<file path="config.mk">
export PLATFORM = sky130hd
export DESIGN_NAME = simplified_des_block_cipher_top
export DESIGN_NICKNAME = d
export VERILOG_FILES = /design/src/rtl/sdes_pkg.sv /design/src/rtl/simplified_des_block_cipher_top.sv /design/src/rtl/sdes_round.sv /design/src/rtl/sdes_key_sched.sv
export SDC_FILE = /design/constraint.sdc
export NUM_CORES = 1
export LEC_CHECK = 0
export BUFFER_PORTS_ARGS = -buffer_cell sky130_fd_sc_hd__buf_2
export CELL_PAD_IN_SITES_DETAIL_PLACEMENT = 1
export CELL_PAD_IN_SITES_GLOBAL_PLACEMENT = 2
export CORE_UTILIZATION = 35
export DETAILED_ROUTE_END_ITERATION = 10
export PLACE_DENSITY_LB_ADDON = 0.1
export SKIP_CTS_REPAIR_TIMING = 1
export SLEW_MARGIN = 20
export SYNTH_ARGS = -nofsm -noshare
export SYNTH_HDL_FRONTEND = slang
export SYNTH_SLANG_ARGS = --single-unit
export TNS_END_PERCENT = 5
</file>
<file path="constraint.sdc">
create_clock -name clk -period 18.1 [get_ports clk]
set_clock_uncertainty 0.15 [all_clocks]
set_input_delay 1.81 -clock clk [delete_from_list [all_inputs] [get_ports clk]]
set_output_delay 1.81 -clock clk [all_outputs]
set_load 0.02 [all_outputs]
</file>
<file path="src/rtl/sdes_pkg.sv">
// ----------------------------------------------------------------------------
// sdes_pkg
// Shared types, register and mode codes, S-boxes and round helpers for the
// 12-bit simplified DES block cipher.
// ----------------------------------------------------------------------------
package sdes_pkg;

	localparam int BLOCK_W = 12;
	localparam int HALF_W  = 6;
	localparam int KEY_W   = 9;
	localparam int RKEY_W  = 8;
	localparam int ROUND_W = 6;
	localparam int MODE_W  = 2;
	localparam int CIDX_W  = 2;

	// configuration register indexes
	localparam logic [CIDX_W-1:0] CFG_KEY    = 2'd0;
	localparam logic [CIDX_W-1:0] CFG_ROUNDS = 2'd1;
	localparam logic [CIDX_W-1:0] CFG_MODE   = 2'd2;
	localparam logic [CIDX_W-1:0] CFG_IV     = 2'd3;

	// operating modes
	localparam logic [MODE_W-1:0] MODE_ECB_ENC = 2'd0;
	localparam logic [MODE_W-1:0] MODE_ECB_DEC = 2'd1;
	localparam logic [MODE_W-1:0] MODE_CBC_ENC = 2'd2;

	// register reset values
	localparam logic [KEY_W-1:0]   KEY_RST    = 9'd0;
	localparam logic [ROUND_W-1:0] ROUNDS_RST = 6'd4;
	localparam logic [MODE_W-1:0]  MODE_RST   = MODE_ECB_ENC;
	localparam logic [BLOCK_W-1:0] IV_RST     = 12'hE38;

	// s-boxes, indexed by {row bit, three column bits}
	localparam logic [2:0] SBOX_ONE [0:15] = '{
		3'd5, 3'd2, 3'd1, 3'd6, 3'd3, 3'd4, 3'd7, 3'd0,
		3'd1, 3'd4, 3'd6, 3'd2, 3'd0, 3'd7, 3'd5, 3'd3
	};
	localparam logic [2:0] SBOX_TWO [0:15] = '{
		3'd4, 3'd0, 3'd6, 3'd5, 3'd7, 3'd1, 3'd3, 3'd2,
		3'd5, 3'd3, 3'd0, 3'd7, 3'd6, 3'd2, 3'd1, 3'd4
	};

	typedef enum logic [2:0] {
		ST_IDLE = 3'b001,
		ST_RUN  = 3'b010,
		ST_FIN  = 3'b100
	} state_t;

	// key schedule control from the sequencer
	typedef struct packed {
		logic load;
		logic step;
		logic dec;
	} key_ctl_t;

	// exchange left and right halves
	function automatic logic [BLOCK_W-1:0] swap_halves(input logic [BLOCK_W-1:0] blk);
		swap_halves = {blk[HALF_W-1:0], blk[BLOCK_W-1:HALF_W]};
	endfunction

endpackage

</file>
<file path="src/rtl/simplified_des_block_cipher_top.sv">
// ----------------------------------------------------------------------------
// simplified_des_block_cipher_top
// 12-bit simplified DES engine: ECB encrypt, ECB decrypt and CBC encrypt.
// ----------------------------------------------------------------------------
// Usage:
//   cfg channel (cfg_valid/cfg_ready, cfg_index, cfg_data) writes key,
//   round count, mode and IV; cfg_ready is always high. Write only while
//   the engine is idle.
//   in channel (in_valid/in_ready) takes data_block and chain_start; in
//   CBC mode chain_start selects the IV instead of the last ciphertext.
//   out channel (out_valid/out_ready) delivers result_block from an
//   output register.
// Timing: one shared round unit runs one Feistel round per cycle; a new
//   word is taken only after the last block's result has been written
//   into the output register.
// Reset: registers return to their defaults and the CBC chain clears.
// Stall: a finished word waits in the output register; a following block
//   runs meanwhile and, if its result is ready first, holds until the
//   output register frees up.
// ----------------------------------------------------------------------------
module simplified_des_block_cipher_top (
	input  logic                          clk,
	input  logic                          arst_n,
	input  logic                          cfg_valid,
	output logic                          cfg_ready,
	input  logic [sdes_pkg::CIDX_W-1:0]   cfg_index,
	input  logic [sdes_pkg::BLOCK_W-1:0]  cfg_data,
	input  logic                          in_valid,
	output logic                          in_ready,
	input  logic [sdes_pkg::BLOCK_W-1:0]  data_block,
	input  logic                          chain_start,
	output logic                          out_valid,
	input  logic                          out_ready,
	output logic [sdes_pkg::BLOCK_W-1:0]  result_block
);

	logic [sdes_pkg::KEY_W-1:0]   cipher_key_q;
	logic [sdes_pkg::ROUND_W-1:0] round_count_q;
	logic [sdes_pkg::MODE_W-1:0]  op_mode_q;
	logic [sdes_pkg::BLOCK_W-1:0] init_vector_q;
	logic [sdes_pkg::BLOCK_W-1:0] chain_q;

	sdes_pkg::state_t             state_q;
	logic [sdes_pkg::ROUND_W-1:0] rem_q;
	logic                         dec_q;
	logic                         cbc_q;
	logic [sdes_pkg::BLOCK_W-1:0] blk_q;
	logic                         out_valid_q;
	logic [sdes_pkg::BLOCK_W-1:0] result_q;

	logic                         in_acc;
	logic                         out_free;
	logic                         last_round;
	logic                         wr_en;
	logic [sdes_pkg::BLOCK_W-1:0] wr_data;
	logic [sdes_pkg::BLOCK_W-1:0] load_blk;
	logic [sdes_pkg::BLOCK_W-1:0] rnd_out;
	logic [sdes_pkg::RKEY_W-1:0]  round_key;
	sdes_pkg::key_ctl_t           key_ctl;

	assign cfg_ready    = 1'b1;
	assign in_ready     = (state_q == sdes_pkg::ST_IDLE);
	assign in_acc       = in_valid && in_ready;
	assign out_valid    = out_valid_q;
	assign result_block = result_q;
	assign out_free     = !out_valid_q || out_ready;
	assign last_round   = (state_q == sdes_pkg::ST_RUN) && (rem_q == 6'd1);

	// configuration registers
	always_ff @(posedge clk or negedge arst_n) begin
		if (!arst_n) begin
			cipher_key_q  <= sdes_pkg::KEY_RST;
			round_count_q <= sdes_pkg::ROUNDS_RST;
			op_mode_q     <= sdes_pkg::MODE_RST;
			init_vector_q <= sdes_pkg::IV_RST;
		end else if (cfg_valid) begin
			unique case (cfg_index)
				sdes_pkg::CFG_KEY:    cipher_key_q  <= cfg_data[sdes_pkg::KEY_W-1:0];
				sdes_pkg::CFG_ROUNDS: round_count_q <= cfg_data[sdes_pkg::ROUND_W-1:0];
				sdes_pkg::CFG_MODE:   op_mode_q     <= cfg_data[sdes_pkg::MODE_W-1:0];
				sdes_pkg::CFG_IV:     init_vector_q <= cfg_data;
				default: ;
			endcase
		end
	end

	// input word prepared for the first round
	always_comb begin
		logic [sdes_pkg::BLOCK_W-1:0] mix;
		mix = chain_start ? init_vector_q : chain_q;
		priority if (op_mode_q == sdes_pkg::MODE_ECB_DEC)
			load_blk = sdes_pkg::swap_halves(data_block);
		else if (op_mode_q == sdes_pkg::MODE_CBC_ENC)
			load_blk = data_block ^ mix;
		else
			load_blk = data_block;
	end

	// shared round unit and key schedule
	assign key_ctl.load = in_acc;
	assign key_ctl.step = (state_q == sdes_pkg::ST_RUN);
	assign key_ctl.dec  = (op_mode_q == sdes_pkg::MODE_ECB_DEC);

	sdes_key_sched u_key (
		.clk        (clk),
		.arst_n     (arst_n),
		.ctl        (key_ctl),
		.cipher_key (cipher_key_q),
		.round_count(round_count_q),
		.round_key  (round_key)
	);

	sdes_round u_round (
		.blk      (blk_q),
		.round_key(round_key),
		.blk_next (rnd_out)
	);

	// result write into the output register
	always_comb begin
		logic [sdes_pkg::BLOCK_W-1:0] fin_blk;
		fin_blk = last_round ? rnd_out : blk_q;
		wr_data = dec_q ? sdes_pkg::swap_halves(fin_blk) : fin_blk;
		wr_en   = out_free && (last_round || (state_q == sdes_pkg::ST_FIN));
	end

	// sequencer
	always_ff @(posedge clk or negedge arst_n) begin
		if (!arst_n) begin
			state_q <= sdes_pkg::ST_IDLE;
			rem_q   <= '0;
			dec_q   <= 1'b0;
			cbc_q   <= 1'b0;
		end else begin
			unique case (state_q)
				sdes_pkg::ST_IDLE: begin
					if (in_acc) begin
						rem_q   <= round_count_q;
						dec_q   <= (op_mode_q == sdes_pkg::MODE_ECB_DEC);
						cbc_q   <= (op_mode_q == sdes_pkg::MODE_CBC_ENC);
						state_q <= (round_count_q == '0) ? sdes_pkg::ST_FIN : sdes_pkg::ST_RUN;
					end
				end
				sdes_pkg::ST_RUN: begin
					rem_q <= rem_q - 1'b1;
					if (last_round)
						state_q <= out_free ? sdes_pkg::ST_IDLE : sdes_pkg::ST_FIN;
				end
				sdes_pkg::ST_FIN: begin
					if (out_free)
						state_q <= sdes_pkg::ST_IDLE;
				end
				default: state_q <= sdes_pkg::ST_IDLE;
			endcase
		end
	end

	// working block
	always_ff @(posedge clk) begin
		if (in_acc)
			blk_q <= load_blk;
		else if (state_q == sdes_pkg::ST_RUN)
			blk_q <= rnd_out;
	end

	// output valid and cbc chain
	always_ff @(posedge clk or negedge arst_n) begin
		if (!arst_n) begin
			out_valid_q <= 1'b0;
			chain_q     <= '0;
		end else begin
			if (wr_en)
				out_valid_q <= 1'b1;
			else if (out_ready)
				out_valid_q <= 1'b0;
			if (wr_en && cbc_q)
				chain_q <= wr_data;
		end
	end

	// output word
	always_ff @(posedge clk) begin
		if (wr_en)
			result_q <= wr_data;
	end

`ifndef ASSERT_OFF
	// a running block always has rounds left
	a_run_rounds: assert property (@(posedge clk) disable iff (!arst_n)
		(state_q == sdes_pkg::ST_RUN) |-> (rem_q != '0))
		else $error("round sequencer running with no rounds left");

	// after its last round, a block only enters the hold state while the output register is full
	a_fin_full: assert property (@(posedge clk) disable iff (!arst_n)
		(state_q == sdes_pkg::ST_FIN) && (rem_q != '0) |-> out_valid_q)
		else $error("finished block held while output register is empty");

	// an accepted block with rounds starts the round loop
	a_start_run: assert property (@(posedge clk) disable iff (!arst_n)
		in_acc && (round_count_q != '0) |=> (state_q == sdes_pkg::ST_RUN))
		else $error("accepted block did not start its rounds");

	// the output register is never overwritten while a word waits
	a_no_overwrite: assert property (@(posedge clk) disable iff (!arst_n)
		wr_en |-> (!out_valid_q || out_ready))
		else $error("output word overwritten before it was taken");
`endif

endmodule

</file>
<file path="src/rtl/sdes_round.sv">
// ----------------------------------------------------------------------------
// sdes_round
// One Feistel round: expansion, key mix, two 4-to-3 s-boxes and the half
// swap. Reused by the sequencer for every round of a block.
// ----------------------------------------------------------------------------
module sdes_round (
	input  logic [sdes_pkg::BLOCK_W-1:0] blk,
	input  logic [sdes_pkg::RKEY_W-1:0]  round_key,
	output logic [sdes_pkg::BLOCK_W-1:0] blk_next
);

	logic [sdes_pkg::HALF_W-1:0] left_h;
	logic [sdes_pkg::HALF_W-1:0] right_h;
	logic [sdes_pkg::RKEY_W-1:0] expanded;
	logic [sdes_pkg::RKEY_W-1:0] mixed;
	logic [2:0]                  s1_out;
	logic [2:0]                  s2_out;

	assign left_h  = blk[sdes_pkg::BLOCK_W-1:sdes_pkg::HALF_W];
	assign right_h = blk[sdes_pkg::HALF_W-1:0];

	// expand right half to bits 1,2,4,3,4,3,5,6 (bit 1 is the msb)
	assign expanded = {right_h[5], right_h[4], right_h[2], right_h[3],
		right_h[2], right_h[3], right_h[1], right_h[0]};
	assign mixed = expanded ^ round_key;

	// s-box lookups
	assign s1_out = sdes_pkg::SBOX_ONE[mixed[7:4]];
	assign s2_out = sdes_pkg::SBOX_TWO[mixed[3:0]];

	// new left is old right, new right is left xor f
	assign blk_next = {right_h, left_h ^ {s1_out, s2_out}};

endmodule

</file>
<file path="src/rtl/sdes_key_sched.sv">
// ----------------------------------------------------------------------------
// sdes_key_sched
// Rotating key register. Loads the key at the first round's rotation and
// turns it one place per round, left for encryption, right for decryption.
// ----------------------------------------------------------------------------
module sdes_key_sched (
	input  logic                         clk,
	input  logic                         arst_n,
	input  sdes_pkg::key_ctl_t           ctl,
	input  logic [sdes_pkg::KEY_W-1:0]   cipher_key,
	input  logic [sdes_pkg::ROUND_W-1:0] round_count,
	output logic [sdes_pkg::RKEY_W-1:0]  round_key
);

	logic [sdes_pkg::KEY_W-1:0]   rot_q;
	logic                         dec_q;
	logic [sdes_pkg::ROUND_W-1:0] last_idx;
	logic [3:0]                   start_shift;
	logic [2*sdes_pkg::KEY_W-1:0] rot_wide;

	// decryption starts at round n: rotation (n - 1) mod 9
	always_comb begin
		logic [sdes_pkg::ROUND_W-1:0] v;
		last_idx = (round_count == '0) ? '0 : round_count - 1'b1;
		v = last_idx;
		for (int i = 0; i < 6; i++) begin
			if (v >= sdes_pkg::ROUND_W'(sdes_pkg::KEY_W))
				v = v - sdes_pkg::ROUND_W'(sdes_pkg::KEY_W);
		end
		start_shift = v[3:0];
	end

	assign rot_wide = {cipher_key, cipher_key} << start_shift;

	// key rotation register
	always_ff @(posedge clk or negedge arst_n) begin
		if (!arst_n) begin
			rot_q <= '0;
			dec_q <= 1'b0;
		end else if (ctl.load) begin
			dec_q <= ctl.dec;
			rot_q <= ctl.dec ? rot_wide[2*sdes_pkg::KEY_W-1:sdes_pkg::KEY_W] : cipher_key;
		end else if (ctl.step) begin
			rot_q <= dec_q ? {rot_q[0], rot_q[sdes_pkg::KEY_W-1:1]}
				: {rot_q[sdes_pkg::KEY_W-2:0], rot_q[sdes_pkg::KEY_W-1]};
		end
	end

	assign round_key = rot_q[sdes_pkg::KEY_W-1:1];

endmodule

</file>
# Yosys cells after proc, flatten, opt, wreduce, memory -nomap -nowiden
# Memories as Yosys holds them, arrays and structs flattened.
# Cells that the tools add are included.
dict set report op_classes {
  n_addsub 8
  n_reduce_logical 19
  bitwise_logic 5
  magnitude_cmp 8
  shifts 1
  muxes 32
  eq_ne 12
}
# op n
set ops {}
lappend ops {{$mux W12} 7}
lappend ops {{$mux W6} 7}
lappend ops {{$ge A6 B4 Y1 const B} 6}
lappend ops {{$mux W9} 4}
lappend ops {{$sub A6 B4 Y6 const B} 5}
lappend ops {{$mux W3} 9}
lappend ops {{$shl A18 B4 Y18} 1}
lappend ops {{$pmux W6 S2} 1}
lappend ops {{$reduce_and A2 Y1} 6}
lappend ops {{$sub A6 B1 Y6 const B} 2}
lappend ops {{$xor A12 B12 Y12} 1}
lappend ops {{$ge A5 B5 Y1 const B} 2}
lappend ops {{$not A4 Y5} 2}
lappend ops {{$pmux W3 S3} 1}
lappend ops {{$xor A8 B8 Y8} 1}
lappend ops {{$eq A2 B2 Y1 const B} 3}
lappend ops {{$eq A6 B1 Y1 const B} 1}
lappend ops {{$logic_not A6 Y1} 1}
lappend ops {{$reduce_bool A2 Y1} 3}
lappend ops {{$xor A6 B6 Y6} 1}
lappend ops {{$eq A2 B1 Y1 const B} 2}
lappend ops {{$logic_and A1 B1 Y1} 4}
lappend ops {{$mux W4} 1}
lappend ops {{$ne A2 B2 Y1 const B} 2}
lappend ops {{other kinds (10)} 12}
dict set report word_totals {
  out_inout_bits 15
  rom_bits 96
  regBits 87
  memories 2
}
# name depth width rd rd_clocked_by_memory_dff write_ports line
set memory_table {}
lappend memory_table {{(no name shown)} 16 3 1 0 0 sdes_round.sv:28} ;# assign s1_out = sdes_pkg::SBOX_ONE[mixed[7:4]];
lappend memory_table {{(no name shown)} 16 3 1 0 0 sdes_round.sv:29} ;# assign s2_out = sdes_pkg::SBOX_TWO[mixed[3:0]];

# Depth between registers and ports, before layout
# Gate-level depths: netlist of the first run.
dict set report logic_depth {
  ltp_word 17
  ltp_mapped 51
  depth_no_buf 48
}

# Hierarchy
# From an unflattened synthesis of the first run, not the netlist that was laid out.
dict set report unflattened {
  cells_unflattened 854
  area_unflattened_um2 7882.6
}
# module cells_per_inst area_per_inst_um2 seq_area_each_um2 instances
set modules_own_cells {}
lappend modules_own_cells {simplified_des_block_cipher_top 324 4033.9 2057.0 1}
lappend modules_own_cells {sdes_key_sched 480 3423.3 250.2 1}
lappend modules_own_cells {sdes_round 50 425.4 0.0 1}

# Worst setup path after synthesis of the first run
# No wires, ideal clock.
dict set report synth_path {
  path_type {reg-to-reg}
  startpoint {register round_count_q[0] (netlist bit)}
  endpoint {register u_key.rot_q[1] (netlist bit)}
  required_ps 17860
  path_buffers 3
  t_arrival_ps 10345
  setup_slack_ps 7515
  stages_incl_launch_ff 50
  cell_sequence {dfrtp_1 -> buf_6 -> inv_1 -> ha_1 -> or4b_2 -> nor2_1 -> nor2_1 -> inv_1 -> ha_1 -> or4b_2 -> o2111a_1 -> and2_1 -> nor2_1 -> mux2i_1 -> inv_1 -> ha_1 -> nor2b_1 -> o21ai_0 -> [... 14 more ...] -> mux2_2 -> inv_1 -> ha_1 -> inv_1 -> nor2_1 -> a21oi_1 -> o211a_1 -> inv_1 -> clkbuf_1 -> ha_1 -> nor2b_1 -> o2111ai_1 -> a2bb2oi_2 -> buf_4 -> mux4_2 -> nor3_1 -> a31oi_1 -> o221ai_1}
}
dict set report synth_between {
  elab_chain_len 17
  word_cells_on_any_way 24
  cone_classes {add/sub (7); order compare (6); shift (1); mux (9); reduce/logical (1)}
}
# element line
set synth_rtl {}
lappend synth_rtl {{start: declaration} simplified_des_block_cipher_top.sv:38} ;# logic [sdes_pkg::ROUND_W-1:0] round_count_q;
lappend synth_rtl {{start signal: assignment} simplified_des_block_cipher_top.sv:73} ;# round_count_q <= sdes_pkg::ROUNDS_RST;
lappend synth_rtl {{start signal: assignment} simplified_des_block_cipher_top.sv:79} ;# sdes_pkg::CFG_ROUNDS: round_count_q <= cfg_data[sdes_pkg::ROUND_W-1:0];
lappend synth_rtl {{$sub A6 B1 Y6 / $logic_not A6 Y1 (equally long branches)} sdes_key_sched.sv:24} ;# last_idx = (round_count == '0) ? '0 : round_count - 1'b1;
lappend synth_rtl {{$mux W6 *} sdes_key_sched.sv:24}
lappend synth_rtl {{$sub A6 B4 Y6 / $ge A6 B4 Y1 (equally long branches)} {sdes_key_sched.sv:28, sdes_key_sched.sv:27}}
lappend synth_rtl {{$mux W6 *} sdes_key_sched.sv:27} ;# if (v >= sdes_pkg::ROUND_W'(sdes_pkg::KEY_W))
lappend synth_rtl {{$sub A6 B4 Y6 / $ge A6 B4 Y1 (equally long branches)} {sdes_key_sched.sv:28, sdes_key_sched.sv:27}}
lappend synth_rtl {{$mux W6 *} sdes_key_sched.sv:27}
lappend synth_rtl {{$sub A6 B4 Y6 / $ge A6 B4 Y1 (equally long branches)} {sdes_key_sched.sv:28, sdes_key_sched.sv:27}}
lappend synth_rtl {{$mux W6 *} sdes_key_sched.sv:27}
lappend synth_rtl {{$sub A6 B4 Y6 / $ge A6 B4 Y1 (equally long branches)} {sdes_key_sched.sv:28, sdes_key_sched.sv:27}}
lappend synth_rtl {{$mux W6 *} sdes_key_sched.sv:27}
lappend synth_rtl {{$sub A6 B4 Y6 / $ge A6 B4 Y1 (equally long branches)} {sdes_key_sched.sv:28, sdes_key_sched.sv:27}}
lappend synth_rtl {{$mux W6 *} sdes_key_sched.sv:27}
lappend synth_rtl {{$ge A6 B4 Y1 / $sub A4 B4 Y4 (equally long branches)} {sdes_key_sched.sv:27, sdes_key_sched.sv:28}}
lappend synth_rtl {{$mux W4 *} sdes_key_sched.sv:27}
lappend synth_rtl {{$shl A18 B4 Y18 *} sdes_key_sched.sv:33} ;# assign rot_wide = {cipher_key, cipher_key} << start_shift;
lappend synth_rtl {{$mux W9 *} sdes_key_sched.sv:42} ;# rot_q <= ctl.dec ? rot_wide[2*sdes_pkg::KEY_W-1:sdes_pkg::KEY_W] : cipher_key;
lappend synth_rtl {{$mux W9 *} sdes_key_sched.sv:40} ;# end else if (ctl.load) begin
lappend synth_rtl {{end signal: assignment} sdes_key_sched.sv:42}
lappend synth_rtl {{end signal: assignment} sdes_key_sched.sv:44} ;# rot_q <= dec_q ? {rot_q[0], rot_q[sdes_pkg::KEY_W-1:1]}
lappend synth_rtl {{end: declaration} sdes_key_sched.sv:15} ;# logic [sdes_pkg::KEY_W-1:0] rot_q;
# Every way passes the cells marked *; elsewhere a longest branch is shown, timed or not.
# A chain may end at the register's enable or synchronous reset.

# Final worst setup path of the first run
dict set report layout_path {
  startpoint {register round_count_q[0] (netlist bit)}
  endpoint {register u_key.rot_q[8] (netlist bit)}
}
# Same word-level chain as after synthesis.

==> metrics.txt, run 1 <==
port buffer count between 40 and 50; cell at the slowest stage of the critical path or4b_2; worst-path fanout max 13; n_diodes 0; Mapped Cells roughly 810; Antenna Nets Post-Route 0; layout cells sized above 1 20.3%; clk_lat worst skew 350 ps; WHS ~340 ps; Area after DPL 7820 um^2; Seq/Total Area, Yosys 30.8%; asr flop ratio synth about 72%; Yosys cell types 95; synthesized area between 7000 and 8000 um^2; Hold Path Class register to register; warnings from Yosys 0; crit path kind register to register; hold-critical path depth 2; Synth Flop Type dfrtp_1; gr ovfl total 0; largest net degree at the start of global routing 63; CP Capture Type register; Max Clk Rate between 80 and 90 MHz; CP Launch Type register; commonest cells after routing, fill and taps aside mux2i_1, nand2_1, o21ai_0; post-route setup TNS 0 ps; R2R depth 47; Critical Path AT 12,590 ps; DR pass1 iterations 6; Core Rows 52; hpwl dp between 15,000 and 20,000 um; measured slew at the worst slew-check pin around 860 ps; Avg Synthesized Cell Area 9.18 um^2; final hold vios 0; Vias/cell 5.79; I/O pin cnt 47; clock period minus worst slack 12,470 ps; top cells by area, synth dfrtp_1, edfxtp_1, mux2i_1; synthesis-stage register bit count 86; root buffer cell clkbuf_16; Final Instance Area 8120 um^2; routed len/inst 20.1 um; final setup fails 0; Synth area leader dfrtp_1; number of global-route vias before repair 6,468; cts bufs inserted 9; Syn Nets 862; nets 879; share of the synthesized area in the top cell type 18.2%; Clock Tree Buf Depth 2; H-tree levels 3; outcome completed; die footprint 21,700 um^2; # DRC 0; clock-pin slew on the worst setup and hold paths 70 ps; Slowest Stage Delay on Critical Path 630 ps; Total Routed Length 22,100 um; Slew Limit Headroom 42.5%; via count 6,368; fin. max-slew vios 0; first-pass GRT wire length 35,900 um; placer congestion estimate 0.855; Chip Height 147 um; Syn-to-layout area delta 9.61%; number of synthesized flops with an enable pin 24; Clock Sinks 86; Core ar. 20,500 um^2; CTS tree built; max-cap violations 0; Initial Util between 30 and 40%; Total GRT Usage 20.9%; Die X roughly 150 um; DR iter-0 viols 274; Required @ worst endpoint 18,220 ps; most frequent CP cell inv_1; period utilization about 69%; RSZ-0062 raised after global routing no; antenna violations before repair 0; most common cell after layout, fill and taps aside mux2i_1
-- worst max-delay path, delay by kind of cell, from the launching register on --
kind / cells / cell delay (ps)
mux: 3 / 750
simple gates: 13 / 3760
fa+ha+maj: 7 / 1900
buf+inv: 9 / 1240
xor+xnor: 1 / 320
compound gates: 14 / 3840
flops: 1 / 460
-- registers in the layout, indices dropped and copies added, names as in the netlist, 6 cells and up --
| signal | count |
|---|---|
| blk_q | 12 |
| chain_q | 12 |
| init_vector_q | 12 |
| result_block | 12 |
| cipher_key_q | 9 |
| u_key.rot_q | 9 |
| rem_q | 6 |
| round_count_q | 6 |
-- routing by layer --
layer	GRT usage, %	part of all wire (%)	vias up
met5	0	0	-
met1	30.3	50	3180
met2	33.2	46	87
met3	3.40	3.3	12
li1	-	-	3089
met4	3.14	0.66	0
-- cell usage after synthesis, types with 6 or more instances --
cell	instances
mux2i_1	70
nand2_1	69
o21ai_0	57
a21oi_1	54
dfrtp_1	54
nor2_1	52
mux2_2	44
clkbuf_1	28
inv_1	27
edfxtp_1	24
ha_1	23
nand3_1	21
or3_1	17
nor3_1	16
o211ai_1	15
a211oi_1	13
a31oi_1	9
xnor2_1	9
xor2_1	9
dfstp_2	8
nor2b_1	8
mux4_2	7
and2_1	6
buf_1	6
nand2b_1	6
nand3b_1	6
or4_1	6
-- stage by stage --
| stage | util [%] | worst slack (ps) | instances |
|---|---|---|---|
| after floorplan | - | 7510 | 807 |
| after global placement | 38.1 | 6310 | 1083 |
| after detailed placement | 38.1 | 5730 | 1083 |
| after CTS | 39.6 | 5660 | 1099 |
| after global routing | 39.6 | 4330 | 1099 |
| final | 39.6 | 5630 | 1099 |
-- worst paths after layout --
path	from	slack, ps	end
min in group asynchronous	arst_n	1500	rem_q[3]
hold reg to reg	cbc_q	340	cbc_q
setup / recovery	round_count_q[0]	5630	u_key.rot_q[8]
hold / removal	cbc_q	340	cbc_q
setup reg to reg	round_count_q[0]	5630	u_key.rot_q[8]
max in group asynchronous	arst_n	15700	dec_q
-- kinds of logic (layout without fill, tap and decap cells) --
family          Yosys count  after routing  share of synthesized area, %
xor+xnor                 19             19                          2.35
simple gates            251            251                          17.8
buf+inv                  72             94                          4.14
other cells               1              1                        0.0506
flops                    86             86                          30.8
mux                     121            121                          18.3
compound gates          234            234                          22.7
fa+ha+maj                23             23                          3.89
-- final cells by class --
| type | instances | area [um^2] |
|---|---|---|
| sequential | 86 | 2280 |
| multi-input combinational | 649 | 4830 |
| inverter | 27 | 101 |
| fill | 2373 | 12400 |
| tap | 270 | 338 |
| timing repair buffer | 51 | 270 |
| clock inverter | 3 | 23.8 |
| clock buffer | 13 | 272 |
Power of run 1 is left out: the tool's default activity adds up to more than one toggle a clock period on the data nets, which glitch-free logic cannot reach.
==> inputs of run 2 (changes only) <==
- ABC_AREA: unset -> 1
- CORE_UTILIZATION: 35 -> 32
- clock period: 18.1 -> 10.7 ns (I/O delays scaled with it)
==> metrics.txt, run 2 <==
clock-pin slew on the worst setup and hold paths 70 ps (about the same); # DRC 0 (unchanged); max-cap violations 0 (unchanged); via count 6,115 (-4.0%); asr flop ratio synth 72.1% (unchanged); placer congestion estimate 0.787 (-7.9%); CTS tree built; nets 1,028 (+17%); hold-critical path depth 2 (unchanged); Synth Flop Type dfrtp_1; final hold vios 0 (unchanged); gr ovfl total 0 (unchanged); Required @ worst endpoint 10,790 ps (-7430 ps); Vias/cell 4.90 (-15%); first-pass GRT wire length 33,600 um (-6.4%); most frequent CP cell nand2_1; crit path kind register to register; die footprint 21,300 um^2 (-1.9%); Syn-to-layout area delta 11.8%; port buffer count 45 (unchanged); largest net degree at the start of global routing 63 (unchanged); Die X 146 um (-0.97%); Slew Limit Headroom 43.4% (+0.99 points); synthesized area 6640 um^2 (-10%); most common cell after layout, fill and taps aside nand2_1; layout cells sized above 1 13.1% (-7.2 points); DR iter-0 viols 273 (-0.36%); I/O pin cnt 47 (unchanged); root buffer cell clkbuf_16; fill cell count 2,590 (+9.1%); Mapped Cells 939 (+16%); Antenna Nets Post-Route 0 (unchanged); CP Launch Type register; fin. max-slew vios 0 (unchanged); outcome completed; Initial Util 32.7% (-3.4 points); number of synthesized flops with an enable pin 24 (unchanged); worst-path fanout max 11 (-2); top-count cell post-synth nand2_1; n_diodes 0 (unchanged); final setup fails 0 (unchanged); Core ar. 20,300 um^2 (-0.95%); Reg2Reg Setup Slack 2460 ps (-3170 ps); clk_lat worst skew 350 ps (about the same); share of the synthesized area in the top cell type 20.4% (+2.1 points); R2R depth 56 (+19%); Syn Nets 994 (+15%); Critical Path AT 8330 ps (-4260 ps); Max Clk Rate 121 MHz (+51%); measured slew at the worst slew-check pin 846 ps (-17.1 ps); Slowest Stage Delay on Critical Path 630 ps (about the same); H-tree levels 3 (unchanged); Seq/Total Area, Yosys 34.4% (+3.6 points); Synth area leader dfrtp_1; CP Capture Type register; Core Rows 52 (unchanged); Total Routed Length 20,500 um (-7.2%); warnings from Yosys 0 (unchanged); routed len/inst 16.4 um (-18%); Total GRT Usage 20.1% (-0.84 points); Clock Sinks 86 (unchanged); number of global-route vias before repair 6,179 (-4.5%); Chip Height 146 um (-0.97%); top cells by area, synth dfrtp_1, nand2_1, edfxtp_1; period utilization 77.0% (+8.1 points); clock period minus worst slack 8240 ps (-4230 ps); DR pass1 iterations 4 (-2); antenna violations before repair 0 (unchanged); Hold Path Class register to register; cts bufs inserted 9 (unchanged); RSZ-0062 raised after global routing no; Clock Tree Buf Depth 2 (unchanged); synthesis-stage register bit count 86 (unchanged); Avg Synthesized Cell Area 7.07 um^2 (-23%); post-route setup TNS 0 ps (unchanged); commonest cells after routing, fill and taps aside nand2_1, nand3_1, inv_1; Yosys cell types 46 (-52%); cell at the slowest stage of the critical path xor2_1; hpwl dp 16,000 um (-6.7%); top cells by count, synth nand2_1, nand3_1, inv_1, o21ai_0, dfrtp_1
## run 2: layout make-up
class,count,area (um^2),area share [%]
Tap cell,270,338,4.55
Sequential cell,86,2280,30.7
Clock inverter,6,75.1,1.01
Multi-Input combinational cell,704,3760,50.7
Clock buffer,10,239,3.22
Inverter,121,457,6.15
Timing Repair Buffer,51,270,3.64
## run 2: per-stage QoR
| stage | hold slack (ps) | utilization [%] | std cells | cell area (um^2) | setup WS, ps |
|---|---|---|---|---|---|
| CTS | 336 | 36.6 | 1248 | 7420 | 2380 |
| global placement | 311 | 35.0 | 1232 | 7110 | 2630 |
| finish | 329 | 36.6 | 1248 | 7420 | 2460 |
| global route | 368 | 36.6 | 1248 | 7420 | 1460 |
| floorplan | 296 | - | 939 | 6640 | 4000 |
| detailed placement | 319 | 35.0 | 1232 | 7110 | 2410 |
## run 2: cell families after synthesis
family                   share of synthesized area, %
AO/OA/AOI/OAI                                    15.5
XOR/XNOR                                         3.71
adder cells (fa/ha/maj)                          4.33
buffers and inverters                            8.97
flip-flops                                       34.4
multiplexers                                    0.509
other                                          0.0565
AND/OR/NAND/NOR                                  32.6
## run 2: path summary, 6_finish.rpt
check                                    to        startpoint
setup / recovery             u_key.rot_q[2]  round_count_q[0]
hold reg to reg                       cbc_q             cbc_q
hold / removal                        cbc_q             cbc_q
max in group asynchronous  round_count_q[5]            arst_n
min in group asynchronous    u_key.rot_q[3]            arst_n
setup reg to reg             u_key.rot_q[2]  round_count_q[0]
## run 2: critical path, delay by kind of cell, from the launching register on
family,cells,cell delay (ps)
AND/OR/NAND/NOR,37,3920
adder cells (fa/ha/maj),7,1390
XOR/XNOR,1,630
flip-flops,1,400
buffers and inverters,8,1020
AO/OA/AOI/OAI,3,600
## run 2: routing by layer
layer	GRT usage, %	part of all wire, %	vias to the layer above
met5	0	0	-
met4	4.22	0.76	0
met3	2.66	2.9	12
met2	34.3	48	64
met1	27.0	48	2880
li1	-	-	3159
Power of run 2 is left out for the same reason.
==> inputs of run 3 (changes only) <==
- clock period: 10.7 -> 6.7 ns (I/O delays scaled with it)
==> metrics.txt, run 3 (synthesis gave the netlist of run 2 again) <==
outcome completed; most frequent CP cell nand2_4; met1 GRT Util 27.6% (+0.59 points); Antenna Nets Post-Route 0 (unchanged); Clock Tree Buf Depth 2 (unchanged); DR iter-0 viols 277 (+1.5%); root buffer cell clkbuf_16; # DRC 0 (unchanged); die footprint 21,300 um^2 (unchanged); fill cell count 2,548 (-1.6%); Required @ worst endpoint 6770 ps (-4020 ps); Max Clk Rate 154 MHz (+27%); final worst slack 202 ps (-2260 ps); crit path kind register to register; Chip Height 146 um (unchanged); fin. max-slew vios 0 (unchanged); clock period minus worst slack 6500 ps (-1740 ps); most common cell after layout, fill and taps aside nand2_1; clock-pin slew on the worst setup and hold paths 70 ps (about the same); Clock Sinks 86 (unchanged); placer congestion estimate 0.817 (+3.7%); Vias/cell 5.01 (+2.2%); I/O pin cnt 47 (unchanged); Syn-to-layout area delta 31.0%; most used routing layer in global routing met2; nets 1,102 (+7.2%); Slowest Stage Delay on Critical Path 390 ps (-240 ps); cell at the slowest stage of the critical path dfrtp_1; Initial Util 32.7% (unchanged); DR pass1 iterations 4 (unchanged); measured slew at the worst slew-check pin 882 ps (+35.7 ps); post-route setup TNS 0 ps (unchanged); Core Rows 52 (unchanged); commonest cells after routing, fill and taps aside nand2_1, o21ai_0, inv_1; final hold vios 0 (unchanged); H-tree levels 3 (unchanged); gr ovfl total 0 (unchanged); Die X 146 um (unchanged); met3 Track Usage GR 2.56% (-0.094 points); pre-CTS WS -73.0 ps (-2480 ps); worst-path fanout max 8 (-3); CP Capture Type register; Hold Path Class input port to register; port buffer count 45 (unchanged); n_diodes 0 (unchanged); routed len/inst 17.0 um (+3.7%); first-pass GRT wire length 34,700 um (+3.3%); largest net degree at the start of global routing 63 (unchanged); Core ar. 20,300 um^2 (unchanged); final setup fails 0 (unchanged); number of global-route vias before repair 6,504 (+5.3%); period utilization 97.0% (+20 points); antenna violations before repair 0 (unchanged); cts bufs inserted 9 (unchanged); met2 Usage GRT 35.2% (+0.93 points); hpwl dp 16,200 um (+1.6%); Slew Limit Headroom 41.0% (-2.4 points); Critical Path AT 6570 ps (-1760 ps); CP Launch Type register; clk_lat worst skew 350 ps (about the same); max-cap violations 0 (unchanged); via count 6,619 (+8.2%); CTS tree built; Total GRT Usage 20.7% (+0.64 points); layout cells sized above 1 29.0% (+16 points); Total Routed Length 22,500 um (+9.8%)
run 3: through the flow:
stage / area, um^2 / hold slack (ps) / util, % / cells
6_report: 8700 / 333 / 42.9 / 1322
5_1_grt: 8700 / 358 / 42.9 / 1322
4_1_cts: 7680 / 320 / 37.8 / 1287
3_5_place_dp: 7400 / 323 / 36.5 / 1271
3_3_place_gp: 7400 / 322 / 36.5 / 1271
2_1_floorplan: 6640 / 224 / - / 939
run 3: worst paths after layout:
| check | start | endpoint | slack [ps] | depth (start not counted) |
|---|---|---|---|---|
| min in group asynchronous | arst_n | u_key.rot_q[5] | 340 | 2 |
| min reg2reg | cipher_key_q[6] | cipher_key_q[6] | 330 | 2 |
| min | in_valid | state_q[0] | 330 | 2 |
| max reg2reg | round_count_q[0] | u_key.rot_q[6] | 200 | 55 |
| max in group asynchronous | arst_n | chain_q[3] | 5480 | 2 |
| max | round_count_q[0] | u_key.rot_q[6] | 200 | 55 |
run 3: final cells by class:
cell class	count	area (um^2)	share of cell area (%)
well taps	270	338	3.88
clock buffers	10	229	2.63
multi-input cells	705	4500	51.8
inverters	121	470	5.41
clock inverters	6	45.0	0.518
repair buffers	124	831	9.55
flip-flops and latches	86	2280	26.2
run 3: worst max-delay path, delay by kind of cell (launching register included):
family | cells | cell delay [ps]
compound gates | 2 | 320
xor+xnor | 1 | 220
fa+ha+maj | 7 | 1130
buf+inv | 4 | 360
flops | 1 | 390
simple gates | 41 | 3790
run 3: per-layer routing:
| layer | up-vias | wire length [um] |
|---|---|---|
| li1 | 3313 | - |
| met2 | 87 | 11200 |
| met4 | 0 | 403 |
| met3 | 28 | 566 |
| met5 | - | 0 |
| met1 | 3191 | 10300 |
Power of run 3 is left out for the same reason.
